==> src/hw/rtl/sat_trail_ram.sv <==
`timescale 1ns / 1ps
// ----------------------------------------------------------------------------
// Generic simple dual-port RAM
// One write port, one read port with registered read data.
// ----------------------------------------------------------------------------
module sat_trail_ram #(
  parameter int WIDTH = 8,
  parameter int DEPTH = 16
) (
  input  logic                     clk_i,
  input  logic                     we_i,
  input  logic [$clog2(DEPTH)-1:0] waddr_i,
  input  logic [WIDTH-1:0]         wdata_i,
  input  logic                     re_i,
  input  logic [$clog2(DEPTH)-1:0] raddr_i,
  output logic [WIDTH-1:0]         rdata_o
);

  logic [WIDTH-1:0] mem_q [DEPTH];
  logic [WIDTH-1:0] rdata_q;

  always_ff @(posedge clk_i) begin
    if (we_i) begin
      mem_q[waddr_i] <= wdata_i;
    end
    // hold read data while no read is issued
    if (re_i) begin
      rdata_q <= mem_q[raddr_i];
    end
  end

  assign rdata_o = rdata_q;

endmodule

==> config.mk <==
export PLATFORM = sky130hd
export DESIGN_NAME = sat_trail_ram
export DESIGN_NICKNAME = d
export VERILOG_FILES = /design/src/hw/rtl/sat_trail_ram.sv
export SDC_FILE = /design/constraint.sdc
export NUM_CORES = 1
export LEC_CHECK = 0
export BUFFER_PORTS_ARGS = -buffer_cell sky130_fd_sc_hd__buf_2
export CAP_MARGIN = 20
export CORE_MARGIN = 4
export CORE_UTILIZATION = 26
export CTS_CLUSTER_SIZE = 40
export DETAILED_ROUTE_END_ITERATION = 6
export GPL_ROUTABILITY_DRIVEN = 0
export PLACE_DENSITY = 0.46
export SETUP_SLACK_MARGIN = 0.15
export SLEW_MARGIN = 20
export SYNTH_ARGS = -nofsm -noshare
export SYNTH_HDL_FRONTEND = slang
export SYNTH_SLANG_ARGS = --single-unit
export TNS_END_PERCENT = 50
==> constraint.sdc <==
create_clock -name clk_i -period 3.1 [get_ports clk_i]
set_input_delay 0.31 -clock clk_i [delete_from_list [all_inputs] [get_ports clk_i]]
set_output_delay 0.31 -clock clk_i [all_outputs]
set_load 0.02 [all_outputs]
---- After elaboration in Yosys (flattened, before gate mapping) ----
Memories as Yosys holds them, arrays and structs flattened. A register that Yosys moved wholly into a read port is not among the register bits.
Cells that the tools add are included.
word-level totals
  latch bits .............................. 0
  word-level logic and storage cells ...... 3
  memory bits (writable) .................. 128
  ROM bits ................................ 0
  memories kept ........................... 1
  register bits after elaboration ......... 0
memory list
  name   words  width  rd ports  clocked after memory_dff  wr ports  RTL line  RTL
  mem_q  16     8      1         1                         1         19        logic [WIDTH-1:0] mem_q [DEPTH];
operators by class
  order comparisons ....................... 0
  mux-type cells .......................... 2
  reduce and logical (&&, ||, !) cells .... 0
  shift-type cells ........................ 0
  add/subtract/negate cells ............... 0
  equal/unequal tests ..................... 0
  $mul .................................... 0
  bitwise logic cells ..................... 0
  div/mod/pow operators ................... 0
operators by type and width
  cell    number
  $mux 1  2

---- Depth between registers and ports, before layout ----
  word-level depth ........................ 2
  depth in mapped cells ................... 5

---- Worst setup path before layout ----
Ideal clock, no wire load.
  path type ............................... in2reg
  start point ............................. input port waddr_i[2]
  end point ............................... memory mem_q[0][0], enable pin
  stages on the path ...................... 2
  arrival time ............................ 1.420 ns
  library setup time ...................... 0.383 ns
  slack ................................... 1.297 ns
  cell sequence ........................... or3b_2 -> nor3_1
RTL lines
  element          RTL line  RTL
  start, declared  12        input logic [$clog2(DEPTH)-1:0] waddr_i,
  end, declared    19
No word-level cell before the write port.

==> flow_summary.json <==
{
  "ant_nets": 0,
  "rr_worst_depth": 3,
  "gr-total-overflow": 0,
  "critical_path.max_stage_delay_ns": 0.55,
  "drv_slew": 0,
  "placed_cells": 526,
  "diodes": 0,
  "yosysTopAreaCell": "edfxtp_1",
  "num_rows": 51,
  "drc_errors": 0,
  "crit_fanout": 19,
  "cp.required_ns": 3.26,
  "layoutNonFillerInstCount": 557,
  "r2r-end": "rdata_o[2]",
  "post-synth-top-area-fraction": 0.7812,
  "synth_top_family_by_area": "multiplexers",
  "syn_nets": 248,
  "fp.dieH_um": 149.8,
  "critPathTopFamily": "buffers and inverters",
  "fin_crit_ns": 1.805,
  "yosys_register_bits": 136,
  "dieWidth_um": 149.8,
  "cts_tree": "built",
  "end_kind": "flop",
  "p_leak_uw": 0.002063,
  "max_freq_mhz": 553.9,
  "antenna_found_initial": 0,
  "yosysWarnings": 0,
  "tightestPinTransition_ns": 0.9765,
  "power.density_nw_per_um2": 659.4,
  "clkTransAtPathRegs_ns": 0.06,
  "start_util": 0.2668,
  "mostFrequentLayoutCell": "edfxtp_1",
  "relSlewSlack": 0.3466,
  "hold_viol": 0,
  "synth_compound_area_frac": 0.02298,
  "grt_max_degree": 25,
  "synthAdderAreaFrac": 0,
  "dieArea_um2": 22440,
  "timing.final.crit_share": 0.5824,
  "clock_sinks": 136,
  "netlist_area_um2": 5228,
  "synth_top_cells_by_area": "edfxtp_1, mux4_2, mux4_1, a22oi_1, nor2_1",
  "tns_ns": 0,
  "clock_path_buffers": 2,
  "cts_root_buf": "clkbuf_16",
  "core_um2": 19590,
  "grt_pass1_vias": 2671,
  "finalClockSkew_ns": 0.005630,
  "dp_hpwl_um": 7149,
  "grt_pass1_wl_um": 16750,
  "port_buffers": 26,
  "crit_chain": "buf_2 -> buf_12 -> mux4_1 -> a22oi_1 -> nand2_1",
  "cts_buffers": 17,
  "worstHoldStart": "re_i",
  "drt_wl_total_um": 10900,
  "min_path_type": "input pin to flop",
  "synth_xor_area_frac": 0,
  "cp.buffers_inverters": 2,
  "reg2reg_from": "mem_q[1][2]",
  "drtPass1Iterations": 4,
  "worstSetupPathType": "input pin to flop",
  "syn_inst": 229,
  "drtIter0Drc": 149,
  "hold_depth": 1,
  "post_drt_via_cell_ratio": 4.334,
  "synth_cell_types": 18,
  "final_nets": 299,
  "status": "completed",
  "rsz0062_at_grt": "no",
  "final_cell_mix": "edfxtp_1, buf_2, mux4_2, clkbuf_16, a22oi_1",
  "drive_gt1_frac": 0.2979,
  "critical_path_arrival_ns": 1.97,
  "crit_path_top_delay_cell": "mux4_1",
  "muxShareOfSynthArea": 0.1479,
  "cp-start-kind": "input pin",
  "cts_repair_resize_count": 0,
  "post_cts_buffers": 0,
  "io_pins": 27,
  "vias": 2414,
  "syn_to_final_growth_pct": 20.13,
  "postCtsHoldBufs": 0,
  "peakVddDrop_mv": 0.3782,
  "yosysSeqAreaShare": 0.7812,
  "hold_end": "rdata_o[0]",
  "wire_per_inst_um": 19.57,
  "synth_simple_gate_area_frac": 0.03135,
  "grt_usage": 0.1054,
  "final-setup-viol-count": 0,
  "syn_avg_cell_area_um2": 22.83,
  "worstSkewPairLatency_ns": 0.41,
  "regToRegSetupSlack_ns": 1.56,
  "ctsHtreeMaxLevel": 4,
  "drv_cap": 0,
  "nFillCells": 1905
}
cell type report:
| cell class | count | area (um2) | area share |
|---|---|---|---|
| sequential | 136 | 4084 | 0.6503 |
| multi-input combinational | 83 | 1057 | 0.1684 |
| clock buffer | 20 | 436.7 | 0.06954 |
| tap | 265 | 331.6 | 0.05280 |
| timing repair buffer | 42 | 262.8 | 0.04184 |
| clock inverter | 11 | 107.6 | 0.01713 |
flip-flops by register name, summed over array words and instances, names as in the netlist:
name and count:
mem_q 128, rdata_o 8
metal layers:
layer  GRT usage  vias up  share of wire
met5           0        -              0
met4     0.03568        0         0.0098
met3     0.03301       12          0.038
met2      0.1511       48           0.45
met1      0.1519     1271           0.50
li1            -     1083              -
per-stage QoR:
step | hold slack, ns | utilization | instance area (um2) | setup WS (ns) | total power [uW]
floorplan | 0.4089 | - | 5228 | 1.297 | 2234
global placement | 0.7021 | 0.2928 | 5736 | 0.7734 | 2322
detailed placement | 0.6938 | 0.2928 | 5736 | 0.7984 | 2325
CTS | 0.2530 | 0.3206 | 6280 | 1.246 | 4196
global route | 0.2606 | 0.3206 | 6280 | 1.190 | 4291
finish | 0.2669 | 0.3206 | 6280 | 1.295 | 4141
worst max-delay path by stage:
stage          cells after the start          end  slack [ns]  startpoint
2_1_floorplan                      2  mem_q[0][0]        1.30  waddr_i[2]
3_3_place_gp                       5   rdata_o[5]        0.77  raddr_i[0]
3_5_place_dp                       5   rdata_o[5]        0.80  raddr_i[0]
4_1_cts                            5   rdata_o[5]        1.25  raddr_i[0]
5_1_grt                            5   rdata_o[1]        1.19  raddr_i[0]
6_report                           5   rdata_o[5]        1.29  raddr_i[0]
cell usage after synthesis (all sizes together):
cell,count
nand2,9
and2b,1
nand2b,2
nor2,13
a22oi,16
nand3,1
nand3b,2
buf,7
edfxtp,136
mux4,32
or3b,1
nor3,4
nor2b,1
clkdlybuf4s25,3
and2,1
power breakdown:
part / total, uW / internal (uW) / switching, uW
combinational: 197 / 78.5 / 119
sequential: 2080 / 2070 / 10.1
clock: 1860 / 1160 / 697
kinds of logic after synthesis:
family / Yosys count
simple gates: 35
flops: 136
buf+inv: 10
compound gates: 16
mux: 32
(Power assumes the default switching activity.)
