File: src/hw/rtl/sat_trail_pkg.sv
`timescale 1ns / 1ps
// ----------------------------------------------------------------------------
// Assignment trail package
// Shared field widths, operation, reason and error codes, and port types.
// ----------------------------------------------------------------------------
package sat_trail_pkg;

  // Fixed field widths
  localparam int OP_W      = 3;
  localparam int VAR_W     = 11;
  localparam int KIND_W    = 2;
  localparam int CLS_IN_W  = 16;
  localparam int CLS_OUT_W = 16;
  localparam int LVL_W     = 11;
  localparam int DEPTH_W   = 11;
  localparam int ERR_W     = 2;

  localparam logic [LVL_W-1:0] LEVEL_MAX = 11'h7FF;

  // Default sizes
  localparam int MAX_VARIABLES_DEF = 1024;
  localparam int TRAIL_DEPTH_DEF   = 1024;
  localparam int CLAUSE_BITS_DEF   = 16;

  // Configuration port
  localparam int PADDR_W  = 3;
  localparam int PDATA_W  = 32;
  localparam int REG_IDX_W = PADDR_W - 2;
  localparam logic [REG_IDX_W-1:0] REG_NUM_VARIABLES = 1'b0;

  typedef enum logic [OP_W-1:0] {
    OP_DECIDE      = 3'd0,
    OP_PROPAGATE   = 3'd1,
    OP_PROP_CLAUSE = 3'd2,
    OP_ASSUME      = 3'd3,
    OP_POP         = 3'd4,
    OP_TOP         = 3'd5,
    OP_FIND        = 3'd6,
    OP_CLEAR       = 3'd7
  } op_e;

  typedef enum logic [KIND_W-1:0] {
    KIND_DECISION    = 2'd0,
    KIND_PROPAGATION = 2'd1,
    KIND_ASSUMPTION  = 2'd2,
    KIND_CLAUSE      = 2'd3
  } kind_e;

  typedef enum logic [ERR_W-1:0] {
    ERR_OK   = 2'd0,
    ERR_FULL = 2'd1,
    ERR_VAR  = 2'd2
  } err_e;

  typedef enum logic [2:0] {
    ST_SWEEP,
    ST_IDLE,
    ST_EXEC,
    ST_TOP_RD,
    ST_POP_RD,
    ST_FIND_MAP,
    ST_FIND_RD
  } state_e;

  // Configuration status handed from the register block to the datapath
  typedef struct packed {
    logic             wr;
    logic [VAR_W-1:0] wr_value;
    logic [VAR_W-1:0] num_vars;
  } cfg_t;

  typedef struct packed {
    logic                 found;
    logic [VAR_W-1:0]     entry_variable;
    logic                 entry_assignment;
    logic [KIND_W-1:0]    entry_reason_kind;
    logic [CLS_OUT_W-1:0] entry_clause;
    logic [LVL_W-1:0]     entry_level;
    logic [LVL_W-1:0]     current_level;
    logic [DEPTH_W-1:0]   trail_depth;
    logic [ERR_W-1:0]     error;
  } result_t;

  function automatic kind_e op_kind(op_e op);
    kind_e k;
    k = KIND_DECISION;
    case (op)
      OP_DECIDE:      k = KIND_DECISION;
      OP_PROPAGATE:   k = KIND_PROPAGATION;
      OP_PROP_CLAUSE: k = KIND_CLAUSE;
      OP_ASSUME:      k = KIND_ASSUMPTION;
      default:        k = KIND_DECISION;
    endcase
    return k;
  endfunction

endpackage

File: src/hw/rtl/sat_trail_cfg.sv
`timescale 1ns / 1ps
// ----------------------------------------------------------------------------
// Assignment trail configuration registers
// APB-style register block holding the active variable count.
// ----------------------------------------------------------------------------
module sat_trail_cfg (
  input  logic                                clk_i,
  input  logic                                rst_ni,
  input  logic                                psel,
  input  logic                                penable,
  input  logic                                pwrite,
  input  logic [sat_trail_pkg::PADDR_W-1:0]   paddr,
  input  logic [sat_trail_pkg::PDATA_W-1:0]   pwdata,
  output logic [sat_trail_pkg::PDATA_W-1:0]   prdata,
  output logic                                pready,
  output sat_trail_pkg::cfg_t                 cfg_o
);

  logic [sat_trail_pkg::REG_IDX_W-1:0] reg_idx;
  logic                                sel_num;
  logic                                wr_en;
  logic [sat_trail_pkg::VAR_W-1:0]     num_vars_q;
  logic [sat_trail_pkg::VAR_W-1:0]     num_vars_d;

  assign reg_idx = paddr[sat_trail_pkg::PADDR_W-1:2];
  assign sel_num = (reg_idx == sat_trail_pkg::REG_NUM_VARIABLES);
  assign pready  = 1'b1;
  assign wr_en   = psel && penable && pwrite && pready && sel_num;

  assign num_vars_d = wr_en ? pwdata[sat_trail_pkg::VAR_W-1:0] : num_vars_q;

  always_ff @(posedge clk_i or negedge rst_ni) begin
    if (!rst_ni) begin
      num_vars_q <= '0;
    end else begin
      num_vars_q <= num_vars_d;
    end
  end

  assign prdata = sel_num ? sat_trail_pkg::PDATA_W'(num_vars_q) : '0;

  assign cfg_o.wr       = wr_en;
  assign cfg_o.wr_value = pwdata[sat_trail_pkg::VAR_W-1:0];
  assign cfg_o.num_vars = num_vars_q;

endmodule

File: config.mk
export PLATFORM = sky130hd
export DESIGN_NAME = sat_trail_cfg
export DESIGN_NICKNAME = d
export VERILOG_FILES = /design/src/hw/rtl/sat_trail_pkg.sv /design/src/hw/rtl/sat_trail_cfg.sv
export SDC_FILE = /design/constraint.sdc
export NUM_CORES = 1
export LEC_CHECK = 0
export ABC_CLOCK_PERIOD_IN_PS = 860
export BUFFER_PORTS_ARGS = -buffer_cell sky130_fd_sc_hd__buf_2
export CAP_MARGIN = 20
export CORE_AREA = 2 2 78 43
export CTS_CLUSTER_DIAMETER = 120
export CTS_CLUSTER_SIZE = 12
export DETAILED_ROUTE_END_ITERATION = 16
export DIE_AREA = 0 0 80 45
export PLACE_DENSITY = 0.73
export SETUP_SLACK_MARGIN = 0.15
export SLEW_MARGIN = 20
export SYNTH_ARGS = -nofsm -noshare
export SYNTH_HDL_FRONTEND = slang
export SYNTH_SLANG_ARGS = --single-unit
File: constraint.sdc
create_clock -name clk_i -period 0.86 [get_ports clk_i]
set_clock_uncertainty 0.15 [all_clocks]
set_input_delay 0.129 -clock clk_i [delete_from_list [all_inputs] [get_ports clk_i]]
set_output_delay 0.129 -clock clk_i [all_outputs]
set_load 0.02 [all_outputs]
== Word-level counts from Yosys, hierarchy flattened ==
Cells that the tools add are included.

* Mux-type cells: 1
* Bitwise operators: 1
* Reduce and logical (&&, ||, !) cells: 3

{| class="wikitable"
|+ Operator list
! kind !! count
|-
| 2-to-1 mux 11 bit || 1
|-
| logical AND 1 bit || 3
|-
| inverter 1 bit || 1
|}

* Bits in registers: 11
* Output and inout bits: 56
* Logic and storage cells: 6

== Depth between registers and ports, before layout ==
Gate-level depths: netlist (run 1).

* Depth in word-level cells: 3
* Gate-level depth with buffers: 4

== Worst setup path after synthesis (run 1) ==
No wires, ideal clock.

* Path type: register -> output
* From: register num_vars_q[0] (netlist bit)
* To: output prdata[0] (netlist bit)
* Data required time: 0.581 ns
* Slack: -0.233 ns
* Data arrival time: 0.814 ns
* Stages on the path, launching flop included: 2
* Cell sequence: dfrtp_1 -> nor2b_1

* Word-level cells in the longest chain between the ends: 1

{| class="wikitable"
|+ Ends and longest elaborated chain
! what !! RTL line !! source
|-
| from (decl) || sat_trail_cfg.sv:22 || <nowiki>logic [sat_trail_pkg::VAR_W-1:0] num_vars_q;</nowiki>
|-
| from (signal assigned) || sat_trail_cfg.sv:36 || <nowiki>num_vars_q <= num_vars_d;</nowiki>
|-
| 2-to-1 mux 11 bit || sat_trail_cfg.sv:40 || <nowiki>assign prdata = sel_num ? sat_trail_pkg::PDATA_W'(num_vars_q) : '0;</nowiki>
|-
| to (decl) || sat_trail_cfg.sv:14 || <nowiki>output logic [sat_trail_pkg::PDATA_W-1:0] prdata,</nowiki>
|}

Every way passes these cells.

== Worst setup path in the final report (run 1) ==
* From: register num_vars_q[10] (netlist bit)
* To: output prdata[10] (netlist bit)

Same word-level chain as after synthesis.

==> results.txt, run 1 <==
status - complete, but fails checks
failing checks - hold timing, setup timing
Synth Register Bits - 11
crit end category - output pin
CP max FO - 3
Cell Rows - 14
1st-iter DRT viols - 13
register area share after synthesis - 0.341
DR WL/cell - 11.5 um
startpoint types - register
largest cells by area after synthesis - dfrtp_1 (34%), buf_4 (32%), mux2_4 (17%)
Synth-to-Final Area Change - 68.3%
Req. time, crit path - 0.58 ns
Final period util - 1.39
number of global-route vias before repair - 589
clock share of power - 0.192
Via-to-Cell Ratio - 3.62
critical path data arrival time - 0.91 ns
first-pass GRT wire length - 2860 um
Final Hold Viols - 20
largest net degree at the start of global routing - 12
ant diodes - 0
first drt pass iteration count - 2
most common library cell in the layout ignoring fill and taps - buf_6
Fin Hold WS - -0.383 ns
Slew Viols, Final - 0
max reg flops - 11
DP Area - 993 um2
Final Cell Area - 1360 um2
Leak - 0.763 nW
Clock Path Buffers - 2
Setup Viol. Count Final - 34
internal power - 1.80 mW
Mean Syn Cell Area - 11.1 um2
Die ar. - 3600 um2
share of power burned in registers - 0.272
total CTS buffers - 3
flop-to-flop setup slack - -0.26 ns
Worst Setup Slack, final - -0.334 ns
combinational share of power - 0.536
Min Clock Period, post-route - 1.19 ns
Initial Util - 0.281
vias post-DR - 611
antenna violations before repair - 0
share of layout cells above drive strength 1 - 0.744
Post-Synthesis Cells - 73
IO buf count - 50
area leader, netlist - dfrtp_1
Routed WL - 1940 um
Largest Register - num_vars_q
Worst IR Drop VDD - 900 uV
clock slew at reported path FFs - 0.05 ns
Die Ht - 45 um
switching share of power - 0.339
Placed Cells - 148
Synth cell types - 11
Max Cap Viol - 0
GP Congestion - 0.608
io pins - 96
H-tree levels - 1
Hold Crit Class - primary input to asynchronous set/reset pin
Switching Power - 0.921 mW
CTS Sinks - 11
DP HPWL - 1370 um
Root Driver - clkbuf_8
CP Class - register to output pin
post-synth top area share - 0.341
power density cells - 2000 nW/um2
die width - 80 um
non-filler cells, final - 169
Cell Area, Synth - 808 um2
core region area - 2870 um2
Global Route Usage Sum - 0.109
fmax - 838 MHz
Nets - 170
most frequent cells in the layout - buf_6 (34), buf_2 (27), conb_1 (22)
GRT overflow - 0
synth warn - 0
unrepaired setup endpoints after global routing - yes
DRC - 0
Place WS - -0.421 ns
clk_lat worst skew - 0.24 ns
Largest regs - num_vars_q (11)
DRT antenna net count - 0
CTS tree - built
[layer usage]
layer  share of wire  vias to the layer above  global-route usage
li1                -                      283                   -
met1            0.38                      289               0.123
met2            0.51                       37               0.192
met3           0.099                        2              0.0480
met4          0.0088                        0              0.0305
met5               0                        -                   0
[kinds of logic after synthesis]
kind of cell,share of synthesized area
simple gates,0.116
mux,0.195
buf+inv,0.339
flops,0.341
other cells,0.00929
[through the flow]
step / utilization / power, mW / setup TNS, ns
CTS: 0.444 / 2.59 / -8.00
global placement: 0.346 / 1.68 / -6.41
global route: 0.473 / 2.87 / -9.23
finish: 0.473 / 2.72 / -8.19
floorplan: - / 1.52 / -2.79
detailed placement: 0.346 / 1.70 / -6.69
[cell type report]
cell class,instances,area (um2)
clock buffers,4,45.0
repair buffers,68,571
inverters,1,3.75
fillers,267,1510
flip-flops and latches,11,278
multi-input cells,45,413
well taps,40,50.0
[power groups by stage]
stage                     clock (mW)  combinational, mW  sequential (mW)
after floorplan                    0              0.649            0.867
after global placement             0              0.959            0.719
after detailed placement           0              0.967            0.737
after CTS                      0.556               1.30            0.739
after global routing           0.583               1.53            0.756
final                          0.521               1.46            0.739
[what timing repair did]
action | CTS | global route
pin swaps | 0 | 0
gates resized for setup | 47 | 12
endpoints found under the hold margin | 21 | 20
setup endpoints to repair | 34 | 34
setup buffers | 12 | 5
[worst paths after layout]
kind                       depth (start not counted)                        end                  startpoint
max                                                2                 prdata[10]  num_vars_q[10]$_DFFE_PN0P_
min                                                1  num_vars_q[1]$_DFFE_PN0P_                      rst_ni
max reg2reg                                        3  num_vars_q[3]$_DFFE_PN0P_   num_vars_q[3]$_DFFE_PN0P_
min reg2reg                                        1  num_vars_q[5]$_DFFE_PN0P_   num_vars_q[5]$_DFFE_PN0P_
max in group asynchronous                          1  num_vars_q[5]$_DFFE_PN0P_                      rst_ni
min in group clk_i                                 2  num_vars_q[9]$_DFFE_PN0P_                   pwdata[9]
[critical path: stages (launching register included)]
cell     delay (ns)
dfrtp_2        0.42
nor2b_4        0.13
buf_6          0.13
[cell usage after synthesis (all sizes together)]
cell	instances
conb	2
and2b	1
clkbuf	1
buf	35
mux2	11
nand4b	1
dfrtp	11
inv	1
nor2b	10
(Power assumes the default switching activity.)
==> run 2, diff against run 1 <==
- ABC_CLOCK_PERIOD_IN_PS: 860 -> 1000
- clock period: 0.86 -> 1 ns (I/O delays scaled with it)
==> results.txt, run 2 (synthesized netlist as in run 1, its figures left out) <==
Die Ht - 45 um
Place WS - -0.302 ns
Min Clock Period, post-route - 1.22 ns
Max Cap Viol - 0
CTS tree - built
sequential cell area - 278 um2
CP max FO - 3
Worst Setup Slack, final - -0.218 ns
Final period util - 1.22
1st-iter DRT viols - 1
most common library cell in the layout ignoring fill and taps - buf_6
critical path data arrival time - 0.92 ns
Synth-to-Final Area Change - 69.5%
# fillers - 266
power density cells - 1710 nW/um2
Req. time, crit path - 0.70 ns
DRC - 0
Slew Viols, Final - 0
DP HPWL - 1370 um
non-filler cells, final - 170
Initial Util - 0.281
clk_lat worst skew - 0.24 ns
Placed Cells - 148
first-pass GRT wire length - 2820 um
Via-to-Cell Ratio - 3.62
Setup Viol. Count Final - 29
crit end category - output pin
area occupied by multi-input gates - 409 um2
Routed WL - 1940 um
DR WL/cell - 11.4 um
total CTS buffers - 3
failing checks - setup timing
GP Congestion - 0.608
Largest regs - num_vars_q (11)
CP Class - register to output pin
DRT antenna net count - 0
Hold Crit Class - primary input to register
io pins - 96
Nets - 171
ant diodes - 0
IO buf count - 50
Fin Hold WS - 0.00322 ns
status - complete, but fails checks
number of global-route vias before repair - 587
startpoint types - register
Worst IR Drop VDD - 783 uV
WHS Path Cells - 2
core region area - 2870 um2
vias post-DR - 616
Clock Path Buffers - 2
GRT overflow - 0
die width - 80 um
Final Hold Viols - 0
Cell Rows - 14
Largest Register - num_vars_q
H-tree levels - 1
Leak - 0.763 nW
first drt pass iteration count - 2
CTS Sinks - 11
Worst Reg2Reg Path Length in Cells - 3
clock slew at reported path FFs - 0.05 ns
Global Route Usage Sum - 0.108
max reg flops - 11
Root Driver - clkbuf_8
largest net degree at the start of global routing - 12
share of layout cells above drive strength 1 - 0.738
flop-to-flop setup slack - -0.12 ns
most frequent cells in the layout - buf_6 (35), buf_2 (27), conb_1 (22)
fmax - 821 MHz
unrepaired setup endpoints after global routing - yes
Die ar. - 3600 um2
antenna violations before repair - 0
CTS Hold Bufs - 1
[run 2: changes by cell type in the layout (fill, tap and decap cells not counted)]
cell | previous run | this run
buf_6 | 34 | 35
mux2_2 | 1 | 2
dlygate4sd3_1 | 0 | 1
mux2_4 | 10 | 9
buf_4 | 7 | 6
[run 2: repair_timing]
| item | CTS | global route |
|---|---|---|
| setup buffers | 11 | 6 |
| gates cloned | 0 | 0 |
| gates resized for setup | 45 | 14 |
| hold endpoints to repair | 13 | 3 |
| setup endpoints to repair | 34 | 34 |
[run 2: final timing paths]
check,from,end
min in group asynchronous,rst_ni,num_vars_q[1]$_DFFE_PN0P_
max in group asynchronous,rst_ni,num_vars_q[5]$_DFFE_PN0P_
worst min register to register,num_vars_q[5]$_DFFE_PN0P_,num_vars_q[5]$_DFFE_PN0P_
worst min-delay path,pwdata[9],num_vars_q[9]$_DFFE_PN0P_
worst max register to register,num_vars_q[8]$_DFFE_PN0P_,num_vars_q[8]$_DFFE_PN0P_
worst max-delay path,num_vars_q[10]$_DFFE_PN0P_,prdata[10]
[run 2: layout make-up]
class / instances / area share
flip-flops and latches: 11 / 0.203
multi-input cells: 45 / 0.299
well taps: 40 / 0.0365
clock buffers: 4 / 0.0329
inverters: 1 / 0.00274
repair buffers: 69 / 0.426
[run 2: power by group]
group / switching, mW / internal, mW / total (mW) / leakage (nW)
Sequential: 0.0874 / 0.548 / 0.636 / 0.130
Combinational: 0.535 / 0.720 / 1.25 / 0.611
Clock: 0.171 / 0.280 / 0.451 / 0.0228
[run 2: routing by layer]
metal  routed length [um]  share of wire  track usage
met5                    0              0            0
met4                   17         0.0088       0.0305
met3                  191          0.099       0.0480
met2                 1010           0.52        0.193
met1                  721           0.37        0.118
[run 2: stage by stage]
stage	TNS (ns)	area, um2	util	power [mW]
finish	-4.11	1370	0.477	2.34
global route	-5.05	1370	0.477	2.47
CTS	-3.81	1270	0.443	2.21
detailed placement	-4.20	993	0.346	1.47
global placement	-3.93	993	0.346	1.44
floorplan	-0.395	960	-	1.30
[run 2: critical path, cell delays in order, from the launching register on]
cell and delay, ns:
dfrtp_2 0.42, nor2b_4 0.13, buf_6 0.13
